## src/hw/rtl/flfa_pkg.sv

```systemverilog
package flfa_pkg;

	localparam int unsigned PRESS_W = 18;
	localparam int unsigned HEIGHT_W = 16;

	localparam logic [1:0] REQ_PACKET = 2'd0;
	localparam logic [1:0] REQ_MISS = 2'd1;
	localparam logic [1:0] REQ_LOCK_CHECK = 2'd2;

	localparam logic [7:0] LOCK_ARM = 8'd1;
	localparam logic [7:0] LOCK_DISARM = 8'd2;
	localparam logic [7:0] MODE_HOVER = 8'd2;
	localparam logic [7:0] TRIM_INC = 8'h01;
	localparam logic [7:0] TRIM_DEC = 8'hFF;
	localparam logic [7:0] TOGGLE_CODE = 8'h55;

	localparam logic CFG_TILT_LIMIT = 1'b0;
	localparam logic CFG_LINK_LOSS_LIMIT = 1'b1;
	localparam logic [7:0] TILT_LIMIT_RST = 8'd50;
	localparam logic [7:0] LINK_LOSS_LIMIT_RST = 8'd50;

	// ceil(2^26 / 10): exact quotient by ten for dividends below 2^22
	localparam int unsigned DIV10_SHIFT = 26;
	localparam logic [22:0] DIV10_MUL = 23'd6710887;

	typedef struct packed {
		logic [1:0] req_type;
		logic [7:0] trim_x_cmd;
		logic [7:0] trim_y_cmd;
		logic [7:0] mode_cmd;
		logic [7:0] lock_cmd;
		logic [7:0] toggle_cmd;
		logic signed [8:0] angle_x;
		logic signed [8:0] angle_y;
		logic [PRESS_W-1:0] press_filt;
		logic [PRESS_W-1:0] press_inst;
	} req_t;

	typedef struct packed {
		logic armed;
		logic link_ok;
		logic [7:0] flight_mode;
		logic signed [HEIGHT_W-1:0] height;
		logic signed [HEIGHT_W-1:0] hover_target;
		logic signed [15:0] trim_x;
		logic signed [15:0] trim_y;
		logic save_request;
		logic toggle_bit;
		logic motors_stop;
	} res_t;

endpackage

```

## src/hw/rtl/flfa_height.sv

```systemverilog
module flfa_height (
	input  logic [flfa_pkg::PRESS_W-1:0]         ref_press,
	input  logic [flfa_pkg::PRESS_W-1:0]         press,
	output logic signed [flfa_pkg::HEIGHT_W-1:0] height
);
	import flfa_pkg::*;

	logic signed [PRESS_W:0] diff;
	logic                    neg;
	logic [PRESS_W-1:0]      mag;
	logic [PRESS_W+3:0]      scaled;
	logic [PRESS_W+26:0]     prod;
	logic [PRESS_W-1:0]      quot;

	assign diff = $signed({1'b0, ref_press}) - $signed({1'b0, press});
	assign neg = diff[PRESS_W];
	assign mag = neg ? PRESS_W'(-diff) : diff[PRESS_W-1:0];
	assign scaled = {1'b0, mag, 3'b000} + {4'b0000, mag};
	assign prod = {23'd0, scaled} * {22'd0, DIV10_MUL};
	assign quot = prod[DIV10_SHIFT+PRESS_W-1:DIV10_SHIFT];

	always_comb begin
		if (neg) begin
			if (quot > PRESS_W'(32768))
				height = 16'sh8000;
			else
				height = HEIGHT_W'(-$signed({1'b0, quot}));
		end else begin
			if (quot > PRESS_W'(32767))
				height = 16'sh7FFF;
			else
				height = quot[HEIGHT_W-1:0];
		end
	end

endmodule

```

## src/hw/rtl/flfa_state.sv

```systemverilog
module flfa_state (
	input  logic            clk,
	input  logic            arst_n,
	input  logic            en,
	input  flfa_pkg::req_t  req,
	input  logic [7:0]      tilt_limit,
	input  logic [7:0]      link_loss_limit,
	output flfa_pkg::res_t  res
);
	import flfa_pkg::*;

	logic                       armed_q, armed_n;
	logic                       link_q, link_n;
	logic [7:0]                 miss_q, miss_n;
	logic [7:0]                 mode_q, mode_n;
	logic [PRESS_W-1:0]         ref_q, ref_n;
	logic signed [HEIGHT_W-1:0] height_q, height_n;
	logic signed [HEIGHT_W-1:0] height_now_q, height_now_n;
	logic signed [HEIGHT_W-1:0] hover_q, hover_n;
	logic [15:0]                trim_x_q, trim_x_n;
	logic [15:0]                trim_y_q, trim_y_n;
	logic                       save_q, save_n;
	logic                       toggle_q, toggle_n;
	logic                       stop;

	logic signed [HEIGHT_W-1:0] h_press;
	logic signed [HEIGHT_W-1:0] h_press_now;
	logic signed [9:0]          ax, ay, lim;
	logic                       tilt_bad;
	logic [8:0]                 miss_inc;

	flfa_height u_height (
		.ref_press(ref_q),
		.press    (req.press_filt),
		.height   (h_press)
	);

	flfa_height u_height_now (
		.ref_press(ref_q),
		.press    (req.press_inst),
		.height   (h_press_now)
	);

	assign ax = {req.angle_x[8], req.angle_x};
	assign ay = {req.angle_y[8], req.angle_y};
	assign lim = $signed({2'b00, tilt_limit});
	assign tilt_bad = (ax > lim) || (ax < -lim) || (ay > lim) || (ay < -lim);
	assign miss_inc = {1'b0, miss_q} + 9'd1;

	always_comb begin
		armed_n = armed_q;
		link_n = link_q;
		miss_n = miss_q;
		mode_n = mode_q;
		ref_n = ref_q;
		height_n = height_q;
		height_now_n = height_now_q;
		hover_n = hover_q;
		trim_x_n = trim_x_q;
		trim_y_n = trim_y_q;
		save_n = save_q;
		toggle_n = toggle_q;
		stop = 1'b0;
		case (req.req_type)
			REQ_PACKET: begin
				if (req.trim_x_cmd == TRIM_INC) begin
					trim_x_n = trim_x_q + 16'd1;
					save_n = 1'b1;
				end else if (req.trim_x_cmd == TRIM_DEC) begin
					trim_x_n = trim_x_q - 16'd1;
					save_n = 1'b1;
				end
				if (req.trim_y_cmd == TRIM_INC) begin
					trim_y_n = trim_y_q + 16'd1;
					save_n = 1'b1;
				end else if (req.trim_y_cmd == TRIM_DEC) begin
					trim_y_n = trim_y_q - 16'd1;
					save_n = 1'b1;
				end
				if (req.mode_cmd == MODE_HOVER && mode_q != MODE_HOVER)
					hover_n = height_now_q;
				mode_n = req.mode_cmd;
				if (req.lock_cmd == LOCK_ARM && !armed_q) begin
					ref_n = req.press_filt;
					height_n = '0;
					armed_n = 1'b1;
				end
				if (req.lock_cmd == LOCK_DISARM)
					armed_n = 1'b0;
				if (req.toggle_cmd == TOGGLE_CODE)
					toggle_n = !toggle_q;
				link_n = 1'b1;
				miss_n = '0;
			end
			REQ_MISS: begin
				if (miss_inc >= {1'b0, link_loss_limit}) begin
					miss_n = link_loss_limit;
					link_n = 1'b0;
				end else begin
					miss_n = miss_inc[7:0];
				end
			end
			REQ_LOCK_CHECK: begin
				armed_n = armed_q && link_q && !tilt_bad;
				if (!armed_n) begin
					stop = 1'b1;
					height_n = '0;
					mode_n = '0;
				end else begin
					height_n = h_press;
					height_now_n = h_press_now;
				end
			end
			default: begin
			end
		endcase
	end

	always_ff @(posedge clk or negedge arst_n) begin
		if (!arst_n) begin
			armed_q <= 1'b0;
			link_q <= 1'b0;
			miss_q <= '0;
			mode_q <= '0;
			ref_q <= '0;
			height_q <= '0;
			height_now_q <= '0;
			hover_q <= '0;
			trim_x_q <= '0;
			trim_y_q <= '0;
			save_q <= 1'b0;
			toggle_q <= 1'b0;
		end else if (en) begin
			armed_q <= armed_n;
			link_q <= link_n;
			miss_q <= miss_n;
			mode_q <= mode_n;
			ref_q <= ref_n;
			height_q <= height_n;
			height_now_q <= height_now_n;
			hover_q <= hover_n;
			trim_x_q <= trim_x_n;
			trim_y_q <= trim_y_n;
			save_q <= save_n;
			toggle_q <= toggle_n;
		end
	end

	always_comb begin
		res.armed = armed_n;
		res.link_ok = link_n;
		res.flight_mode = mode_n;
		res.height = height_n;
		res.hover_target = hover_n;
		res.trim_x = trim_x_n;
		res.trim_y = trim_y_n;
		res.save_request = save_n;
		res.toggle_bit = toggle_n;
		res.motors_stop = stop;
	end

endmodule

```

## src/hw/rtl/flight_link_failsafe_arming_top.sv

```systemverilog
// Flight link, failsafe and arming controller.
// Request channel (req_valid / req_stall): one event per transaction, a
// received packet, a missing packet or a lock check, with its payload fields.
// Response channel (rsp_valid / rsp_stall): one transaction per request with
// the arming, link, mode, height, trim and flag state after that event.
// Configuration channel (cfg_valid / cfg_ready, always ready): index 0 writes
// tilt_limit, index 1 writes link_loss_limit; write only while idle.
// An accepted request passes through the input register, then the result
// register, before it appears on the response channel. Throughput: one
// request per cycle while the receiver does not stall; the whole event
// update is one pass of logic, whose longest path is the pressure-to-height
// multiply by 9/10. When the receiver stalls, the result holds in the
// response register, the next request still enters the input register, and
// only then does req_stall rise. Reset clears all flight state, both limits
// return to 50, and both channels come up empty.
module flight_link_failsafe_arming_top (
	input  logic                                 clk,
	input  logic                                 arst_n,
	input  logic                                 req_valid,
	output logic                                 req_stall,
	input  logic [1:0]                           req_type,
	input  logic [7:0]                           trim_x_cmd,
	input  logic [7:0]                           trim_y_cmd,
	input  logic [7:0]                           mode_cmd,
	input  logic [7:0]                           lock_cmd,
	input  logic [7:0]                           toggle_cmd,
	input  logic signed [8:0]                    angle_x,
	input  logic signed [8:0]                    angle_y,
	input  logic [flfa_pkg::PRESS_W-1:0]         press_filt,
	input  logic [flfa_pkg::PRESS_W-1:0]         press_inst,
	output logic                                 rsp_valid,
	input  logic                                 rsp_stall,
	output logic                                 armed,
	output logic                                 link_ok,
	output logic [7:0]                           flight_mode,
	output logic signed [flfa_pkg::HEIGHT_W-1:0] height,
	output logic signed [flfa_pkg::HEIGHT_W-1:0] hover_target,
	output logic signed [15:0]                   trim_x,
	output logic signed [15:0]                   trim_y,
	output logic                                 save_request,
	output logic                                 toggle_bit,
	output logic                                 motors_stop,
	input  logic                                 cfg_valid,
	output logic                                 cfg_ready,
	input  logic                                 cfg_index,
	input  logic [7:0]                           cfg_data
);
	import flfa_pkg::*;

	logic       valid_s1;
	req_t       req_s1;
	logic       advance;
	logic       accept;
	res_t       res;
	res_t       res_q;
	logic       rsp_valid_q;
	logic [7:0] tilt_limit_q;
	logic [7:0] link_loss_limit_q;

	assign advance = valid_s1 && (!rsp_valid_q || !rsp_stall);
	assign req_stall = valid_s1 && !advance;
	assign accept = req_valid && !req_stall;
	assign cfg_ready = 1'b1;

	always_ff @(posedge clk or negedge arst_n) begin
		if (!arst_n) begin
			tilt_limit_q <= TILT_LIMIT_RST;
			link_loss_limit_q <= LINK_LOSS_LIMIT_RST;
		end else if (cfg_valid && cfg_ready) begin
			case (cfg_index)
				CFG_TILT_LIMIT: tilt_limit_q <= cfg_data;
				CFG_LINK_LOSS_LIMIT: link_loss_limit_q <= cfg_data;
				default: begin
				end
			endcase
		end
	end

	always_ff @(posedge clk or negedge arst_n) begin
		if (!arst_n) begin
			valid_s1 <= 1'b0;
		end else begin
			valid_s1 <= accept || (valid_s1 && !advance);
		end
	end

	always_ff @(posedge clk) begin
		if (accept) begin
			req_s1.req_type <= req_type;
			req_s1.trim_x_cmd <= trim_x_cmd;
			req_s1.trim_y_cmd <= trim_y_cmd;
			req_s1.mode_cmd <= mode_cmd;
			req_s1.lock_cmd <= lock_cmd;
			req_s1.toggle_cmd <= toggle_cmd;
			req_s1.angle_x <= angle_x;
			req_s1.angle_y <= angle_y;
			req_s1.press_filt <= press_filt;
			req_s1.press_inst <= press_inst;
		end
	end

	flfa_state u_state (
		.clk            (clk),
		.arst_n         (arst_n),
		.en             (advance),
		.req            (req_s1),
		.tilt_limit     (tilt_limit_q),
		.link_loss_limit(link_loss_limit_q),
		.res            (res)
	);

	always_ff @(posedge clk or negedge arst_n) begin
		if (!arst_n) begin
			rsp_valid_q <= 1'b0;
		end else begin
			rsp_valid_q <= advance || (rsp_valid_q && rsp_stall);
		end
	end

	always_ff @(posedge clk) begin
		if (advance) begin
			res_q <= res;
		end
	end

	assign rsp_valid = rsp_valid_q;
	assign armed = res_q.armed;
	assign link_ok = res_q.link_ok;
	assign flight_mode = res_q.flight_mode;
	assign height = res_q.height;
	assign hover_target = res_q.hover_target;
	assign trim_x = res_q.trim_x;
	assign trim_y = res_q.trim_y;
	assign save_request = res_q.save_request;
	assign toggle_bit = res_q.toggle_bit;
	assign motors_stop = res_q.motors_stop;

endmodule

```

## config.mk

```make
export PLATFORM = sky130hd
export DESIGN_NAME = flight_link_failsafe_arming_top
export DESIGN_NICKNAME = d
export VERILOG_FILES = /design/src/hw/rtl/flfa_pkg.sv /design/src/hw/rtl/flfa_height.sv /design/src/hw/rtl/flfa_state.sv /design/src/hw/rtl/flight_link_failsafe_arming_top.sv
export SDC_FILE = /design/constraint.sdc
export NUM_CORES = 1
export LEC_CHECK = 0
export BUFFER_PORTS_ARGS = -buffer_cell sky130_fd_sc_hd__buf_4
export CELL_PAD_IN_SITES_DETAIL_PLACEMENT = 1
export CELL_PAD_IN_SITES_GLOBAL_PLACEMENT = 2
export CORE_MARGIN = 8
export CORE_UTILIZATION = 41
export DETAILED_ROUTE_END_ITERATION = 10
export PLACE_DENSITY_LB_ADDON = 0.1
export SLEW_MARGIN = 20
export SYNTH_ARGS = -nofsm -noshare
export SYNTH_HDL_FRONTEND = slang
export SYNTH_SLANG_ARGS = --single-unit
```

## constraint.sdc

```tcl
create_clock -name clk -period 16.4 [get_ports clk]
set_input_delay 1.64 -clock clk [delete_from_list [all_inputs] [get_ports clk]]
set_output_delay 1.64 -clock clk [all_outputs]
set_load 0.005 [all_outputs]
```

After elaboration in Yosys (flattened, before gate mapping)
Cells that the tools add are included.
{"block": "word_totals", "latch_bits": 0, "register_bits": 309, "mem_bits_ro": 0, "n_memories": 0, "mem_bits_rw": 0}
{"block": "op_classes", "addsub": 14, "mul": 2, "mux": 36, "shift": 0, "bitwise_logic": 1, "order_cmp": 9, "n_eq_ne": 11, "n_div": 0, "reduce_logical": 28}
{"cell": "2-to-1 mux 16 bit", "count": 16}
{"cell": "multiplier 22 x 23 -> 44 bit (second input constant)", "count": 2}
{"cell": "adder 21 x 18 -> 22 bit", "count": 2}
{"cell": "subtractor 18 x 18 -> 19 bit", "count": 2}
{"cell": "greater-than comparator 18 x 15 -> 1 bit (second input constant)", "count": 2}
{"cell": "greater-than comparator 18 x 16 -> 1 bit (second input constant)", "count": 2}
{"cell": "2-to-1 mux 18 bit", "count": 2}
{"cell": "negation 18 bit", "count": 2}
{"cell": "adder 16 x 1 -> 16 bit (second input constant)", "count": 2}
{"cell": "negation 16 bit", "count": 2}
{"cell": "one-hot mux 16 bit (2 select lines)", "count": 1}
{"cell": "one-hot mux 8 bit (2 select lines)", "count": 2}
{"cell": "subtractor 16 x 1 -> 16 bit (second input constant)", "count": 2}
{"cell": "== test 8 x 1 -> 1 bit (second input constant)", "count": 3}
{"cell": "less-than comparator 9 x 10 -> 1 bit", "count": 2}
{"cell": "greater-than comparator 9 bit", "count": 2}
{"cell": "== test 8 x 2 -> 1 bit (second input constant)", "count": 2}
{"cell": "== test 8 bit (second input constant)", "count": 2}
{"cell": "2-to-1 mux 8 bit", "count": 2}
{"cell": "2-to-1 mux 1 bit", "count": 11}
{"cell": "negation 8 -> 10 bit", "count": 1}
{"cell": "adder 8 x 1 -> 9 bit (second input constant)", "count": 1}
{"cell": ">= comparator 9 x 8 -> 1 bit", "count": 1}
{"cell": "== test 8 x 7 -> 1 bit (second input constant)", "count": 1}
{"cell": "12 further kinds", "count": 34}

Logic depth before layout (Yosys ltp)
{"block": "logic_depth", "ltp_word": 10, "ltp_mapped": 56}

Cells and area by module
Synthesis repeated with hierarchy kept, for this count alone.
{"block": "unflattened", "hier_cells": 3430, "hier_area_um2": 34549.4}
{"module": "flfa_height at u_state.u_height_now", "cells_each": 1260, "instances": 1, "area_each_um2": 10660.2}
{"module": "flfa_height at u_state.u_height", "cells_each": 1197, "instances": 1, "area_each_um2": 10297.4}
{"module": "flfa_state", "cells_each": 755, "instances": 1, "area_each_um2": 7649.8}
{"module": "flight_link_failsafe_arming_top", "cells_each": 218, "instances": 1, "area_each_um2": 5941.9}

Worst setup path before layout
Ideal clock, no wire load.
{"block": "synth_timing", "path_kind": "reg2reg", "from": "register req_s1[0] (netlist name)", "to": "register u_state.height_now_q[12]", "period_less_slack_ns": 12.478, "setup_slack_ns": 3.922, "path_stages_with_launch": 50, "n_path_buf": 1, "t_arrival_ns": 12.396, "required_ns": 16.318, "path_cell_list": "edfxtp_1 ha_1 fa_1 nor2b_1 o31ai_2 a211oi_1 a311oi_1 o31ai_1 a31o_2 clkbuf_1 nor2_1 xnor2_1 inv_1 ha_1 fa_1 a21o_1 a21oi_1 o21bai_1 (+14 left out) fa_1 fa_1 fa_1 ha_1 a221oi_1 o21a_1 o21a_1 nand2_1 a21oi_1 xnor2_1 inv_1 ha_1 nand2b_1 nor4_2 nand4_1 o31ai_4 or3b_1 a31oi_1"}
{"block": "synth_between", "elab_chain_cells": 8, "elab_cells_between_ends": 11}
{"item": "start: declaration", "line": "flight_link_failsafe_arming_top.sv:51", "text": "req_t req_s1;"}
{"item": "subtractor 18 x 18 -> 19 bit (*)", "line": "flfa_height.sv:15", "text": "assign diff = $signed({1'b0, ref_press}) - $signed({1'b0, press});"}
{"item": "negation 18 bit", "line": "flfa_height.sv:17", "text": "assign mag = neg ? PRESS_W'(-diff) : diff[PRESS_W-1:0];"}
{"item": "2-to-1 mux 18 bit", "line": "flfa_height.sv:17"}
{"item": "adder 21 x 18 -> 22 bit", "line": "flfa_height.sv:18", "text": "assign scaled = {1'b0, mag, 3'b000} + {4'b0000, mag};"}
{"item": "multiplier 22 x 23 -> 44 bit", "line": "flfa_height.sv:19", "text": "assign prod = {23'd0, scaled} * {22'd0, DIV10_MUL};"}
{"item": "negation 16 bit (tied with other cells)", "line": "flfa_height.sv:27", "text": "height = HEIGHT_W'(-$signed({1'b0, quot}));"}
{"item": "2-to-1 mux 16 bit, on equally long branches", "line": "flfa_height.sv:24, flfa_height.sv:29"}
{"item": "2-to-1 mux 16 bit (*)", "line": "flfa_height.sv:23", "text": "if (neg) begin"}
{"item": "end signal: assignment", "line": "flfa_state.sv:140", "text": "height_now_q <= height_now_n;"}
{"item": "end: declaration", "line": "flfa_state.sv:18", "text": "logic signed [HEIGHT_W-1:0] height_now_q, height_now_n;"}
Every way passes the cells marked *; elsewhere a longest branch is shown, timed or not.
A chain may end at the register's enable or synchronous reset.

==> impl_metrics.ini <==
[status]
status = finished, final reports clean

[grt]
grt_pass1_vias = 28019
grt_first_pass_wirelength_um = 156000
overflow = 0
antenna_found_initial = 1
grt_usage_pct = 21.3
grt_max_degree = 76

[die]
io_pins = 190
dieArea_um2 = 90600
die_height_um = 301
core-area_um2 = 80500
num_rows = 104
start_util_pct = 41.4
fp.dieW_um = 301

[setup_path]
max_stage_delay_ns = 0.73
crit_arrival_ns = 15.53
crit_path_max_fanout = 22
cp-start-kind = flop
critPathSlowestCell = nor4_1
end_kind = flop
path_common_cell = fa_1
crit_type = reg -> reg
crit_required_ns = 16.73

[routing]
via_count = 24997
wl_per_cell_um = 20.6
viasPerCell = 5.37
drc_errors = 0
drtIter0Drc = 880
wl_um = 95700
dr.pass1.iters = 4
ant_nets = 0

[yosys]
ys_warn_count = 0
syn_nets = 4265
synth-edff-count = 173
synth_cells = 3395
synth_seq_area_share_pct = 25.8
synth-seq-cells = 309
syn_area_um2 = 33300
syn_area_per_cell_um2 = 9.81
synth_ff_type = edfxtp_1
async_flop_share_pct = 44.0
synth_cell_types = 96

[finish]
mostFrequentLayoutCells = inv_1, ha_1, fa_1
layout-drive-gt1-share_pct = 10.5
nets = 4432
areaGrowthSynthToFinish_pct = 11.7
n_antenna_cell = 0
layout_commonest_cell = inv_1

[cts]
worstSkewPairLatency_ns = 0.57
holdBufCountCts = 0
cts_root_buf = clkbuf_16
htreeDepth = 2
cts_buffers = 38
clock_path_buffers = 3
cts_tree = yes
clk_pin_slew_ns = 0.06
clock-sinks = 309

[sta]
slew_viol_final = 0
relSlewSlack_pct = 26.4
period_share_pct = 92.7
worstMarginPinSlew_ns = 1.09
setup_viol = 0
fmax_ghz = 0.0658
fin_tns_setup_ns = 0
finalClockSkew_ns = 0.0322
finalHoldViolations = 0
post-route-min-period_ns = 15.20
rsz0062_at_grt = no

[place]
globalplace.congestion = 0.897
port-buffer-count = 188
hpwl_um = 80600

[run]
drv_cap = 0

[min_path]
hold_path.class = reg -> reg
## worst max-delay path: cells and delay by family (launching register included)
kind                       cells  cell delay [ns]
xor gates and xnor gates       2             0.60
and+or+nand+nor               11             3.48
buffers and inverters          7             0.56
DFF                            1             0.41
AOI/OAI and AO/OA             16             4.44
adders and majority gates     13             5.48
## layer usage
| layer | routed length (um) | GRT usage [%] | up-vias |
|---|---|---|---|
| li1 | - | - | 12015 |
| met1 | 43300 | 27.8 | 12618 |
| met2 | 48000 | 38.0 | 264 |
| met3 | 2130 | 1.71 | 100 |
| met4 | 2210 | 5.19 | 0 |
| met5 | 0 | 0 | - |
## layout make-up
class	instances	area, um^2
sequential	309	8610
tap	1060	1330
timing repair buffer	202	1520
clock buffer	56	1070
inverter	542	2040
clock inverter	14	233
fill	9122	43300
multi-input combinational	2469	22400
## repair_timing
| item | CTS | global route |
|---|---|---|
| setup endpoints to repair | 0 | 1 |
| buffers inserted | 0 | 0 |
| gates resized for setup | 0 | 1 |
## Yosys cell counts, types with 8 or more instances
library cell / instances / area share (%)
a211oi_1: 35 / 0.79
o21bai_1: 21 / 0.47
nand3_1: 71 / 1.1
nand2_1: 267 / 3.0
o21a_1: 30 / 0.68
edfxtp_1: 173 / 16
a21o_1: 39 / 0.88
nor2_1: 150 / 1.7
nor4_1: 15 / 0.28
o21ai_0: 157 / 2.4
a21oi_1: 151 / 2.3
xor2_1: 66 / 1.7
o211ai_1: 21 / 0.47
o31ai_1: 18 / 0.41
a31oi_1: 27 / 0.51
or3_1: 35 / 0.66
a311oi_1: 9 / 0.24
nor2b_1: 21 / 0.39
nand4_1: 38 / 0.71
fa_1: 290 / 17
o22ai_1: 11 / 0.21
nor3_1: 55 / 0.83
ha_1: 470 / 18
xnor2_1: 127 / 3.3
mux2i_1: 11 / 0.33
or2_2: 16 / 0.30
clkbuf_1: 61 / 0.69
a22o_1: 15 / 0.39
inv_1: 542 / 6.1
or4_1: 14 / 0.32
and2_1: 21 / 0.39
nor4b_1: 8 / 0.21
and3_1: 27 / 0.51
nand2b_1: 27 / 0.51
dfrtp_1: 130 / 9.8
o31a_1: 8 / 0.21
mux2_2: 56 / 1.9
o21ai_1: 9 / 0.14
## per-stage QoR
stage | area (um^2) | std cells | utilization [%] | hold slack, ns | setup WS, ns
2_1_floorplan | 33300 | 3395 | - | 0.442 | 3.92
3_3_place_gp | 35900 | 4582 | 44.6 | 0.453 | 1.39
3_5_place_dp | 35900 | 4582 | 44.6 | 0.467 | 1.13
4_1_cts | 37200 | 4652 | 46.2 | 0.480 | 1.04
5_1_grt | 37200 | 4652 | 46.2 | 0.498 | 0.252
6_report | 37200 | 4652 | 46.2 | 0.475 | 1.20
## final timing paths
kind	cells after the start	from	end	slack, ns
setup / recovery	49	req_s1[18]$_DFFE_PP_	height[5]$_DFFE_PP_	1.20
hold / removal	2	u_state.hover_q[11]$_DFFE_PN0P_	u_state.hover_q[11]$_DFFE_PN0P_	0.48
setup reg to reg	49	req_s1[18]$_DFFE_PP_	height[5]$_DFFE_PP_	1.20
hold reg to reg	2	u_state.hover_q[11]$_DFFE_PN0P_	u_state.hover_q[11]$_DFFE_PN0P_	0.48
max in group asynchronous	2	arst_n	u_state.height_q[9]$_DFFE_PN0P_	13.78
min in group asynchronous	1	arst_n	u_state.ref_q[9]$_DFFE_PN0P_	1.08
## kinds of logic (layout without fill, tap and decap cells)
kind of cell               after synthesis  count (layout)  share of synthesized area (%)
adders and majority gates              760             760                           35.1
AOI/OAI and AO/OA                      646             646                           12.7
and+or+nand+nor                        799             799                           11.8
muxes                                   68              68                           2.29
buffers and inverters                  617             814                           6.99
DFF                                    309             309                           25.8
xor gates and xnor gates               195             195                           5.23
other                                    1               1                         0.0113
## sequential cells by signal, indices dropped and copies added, names as in the netlist, 8 cells and up
signal,count
u_state.height_now_q,16
u_state.trim_x_q,16
u_state.ref_q,18
tilt_limit_q,8
u_state.height_q,16
hover_target,16
link_loss_limit_q,8
trim_y,16
height,16
trim_x,16
u_state.hover_q,16
u_state.trim_y_q,16
req_s1,96
flight_mode,8
u_state.mode_q,8
u_state.miss_q,8
Power is not shown: default switching activity piles up to over one toggle a cycle in this logic, so the estimate is an artifact.
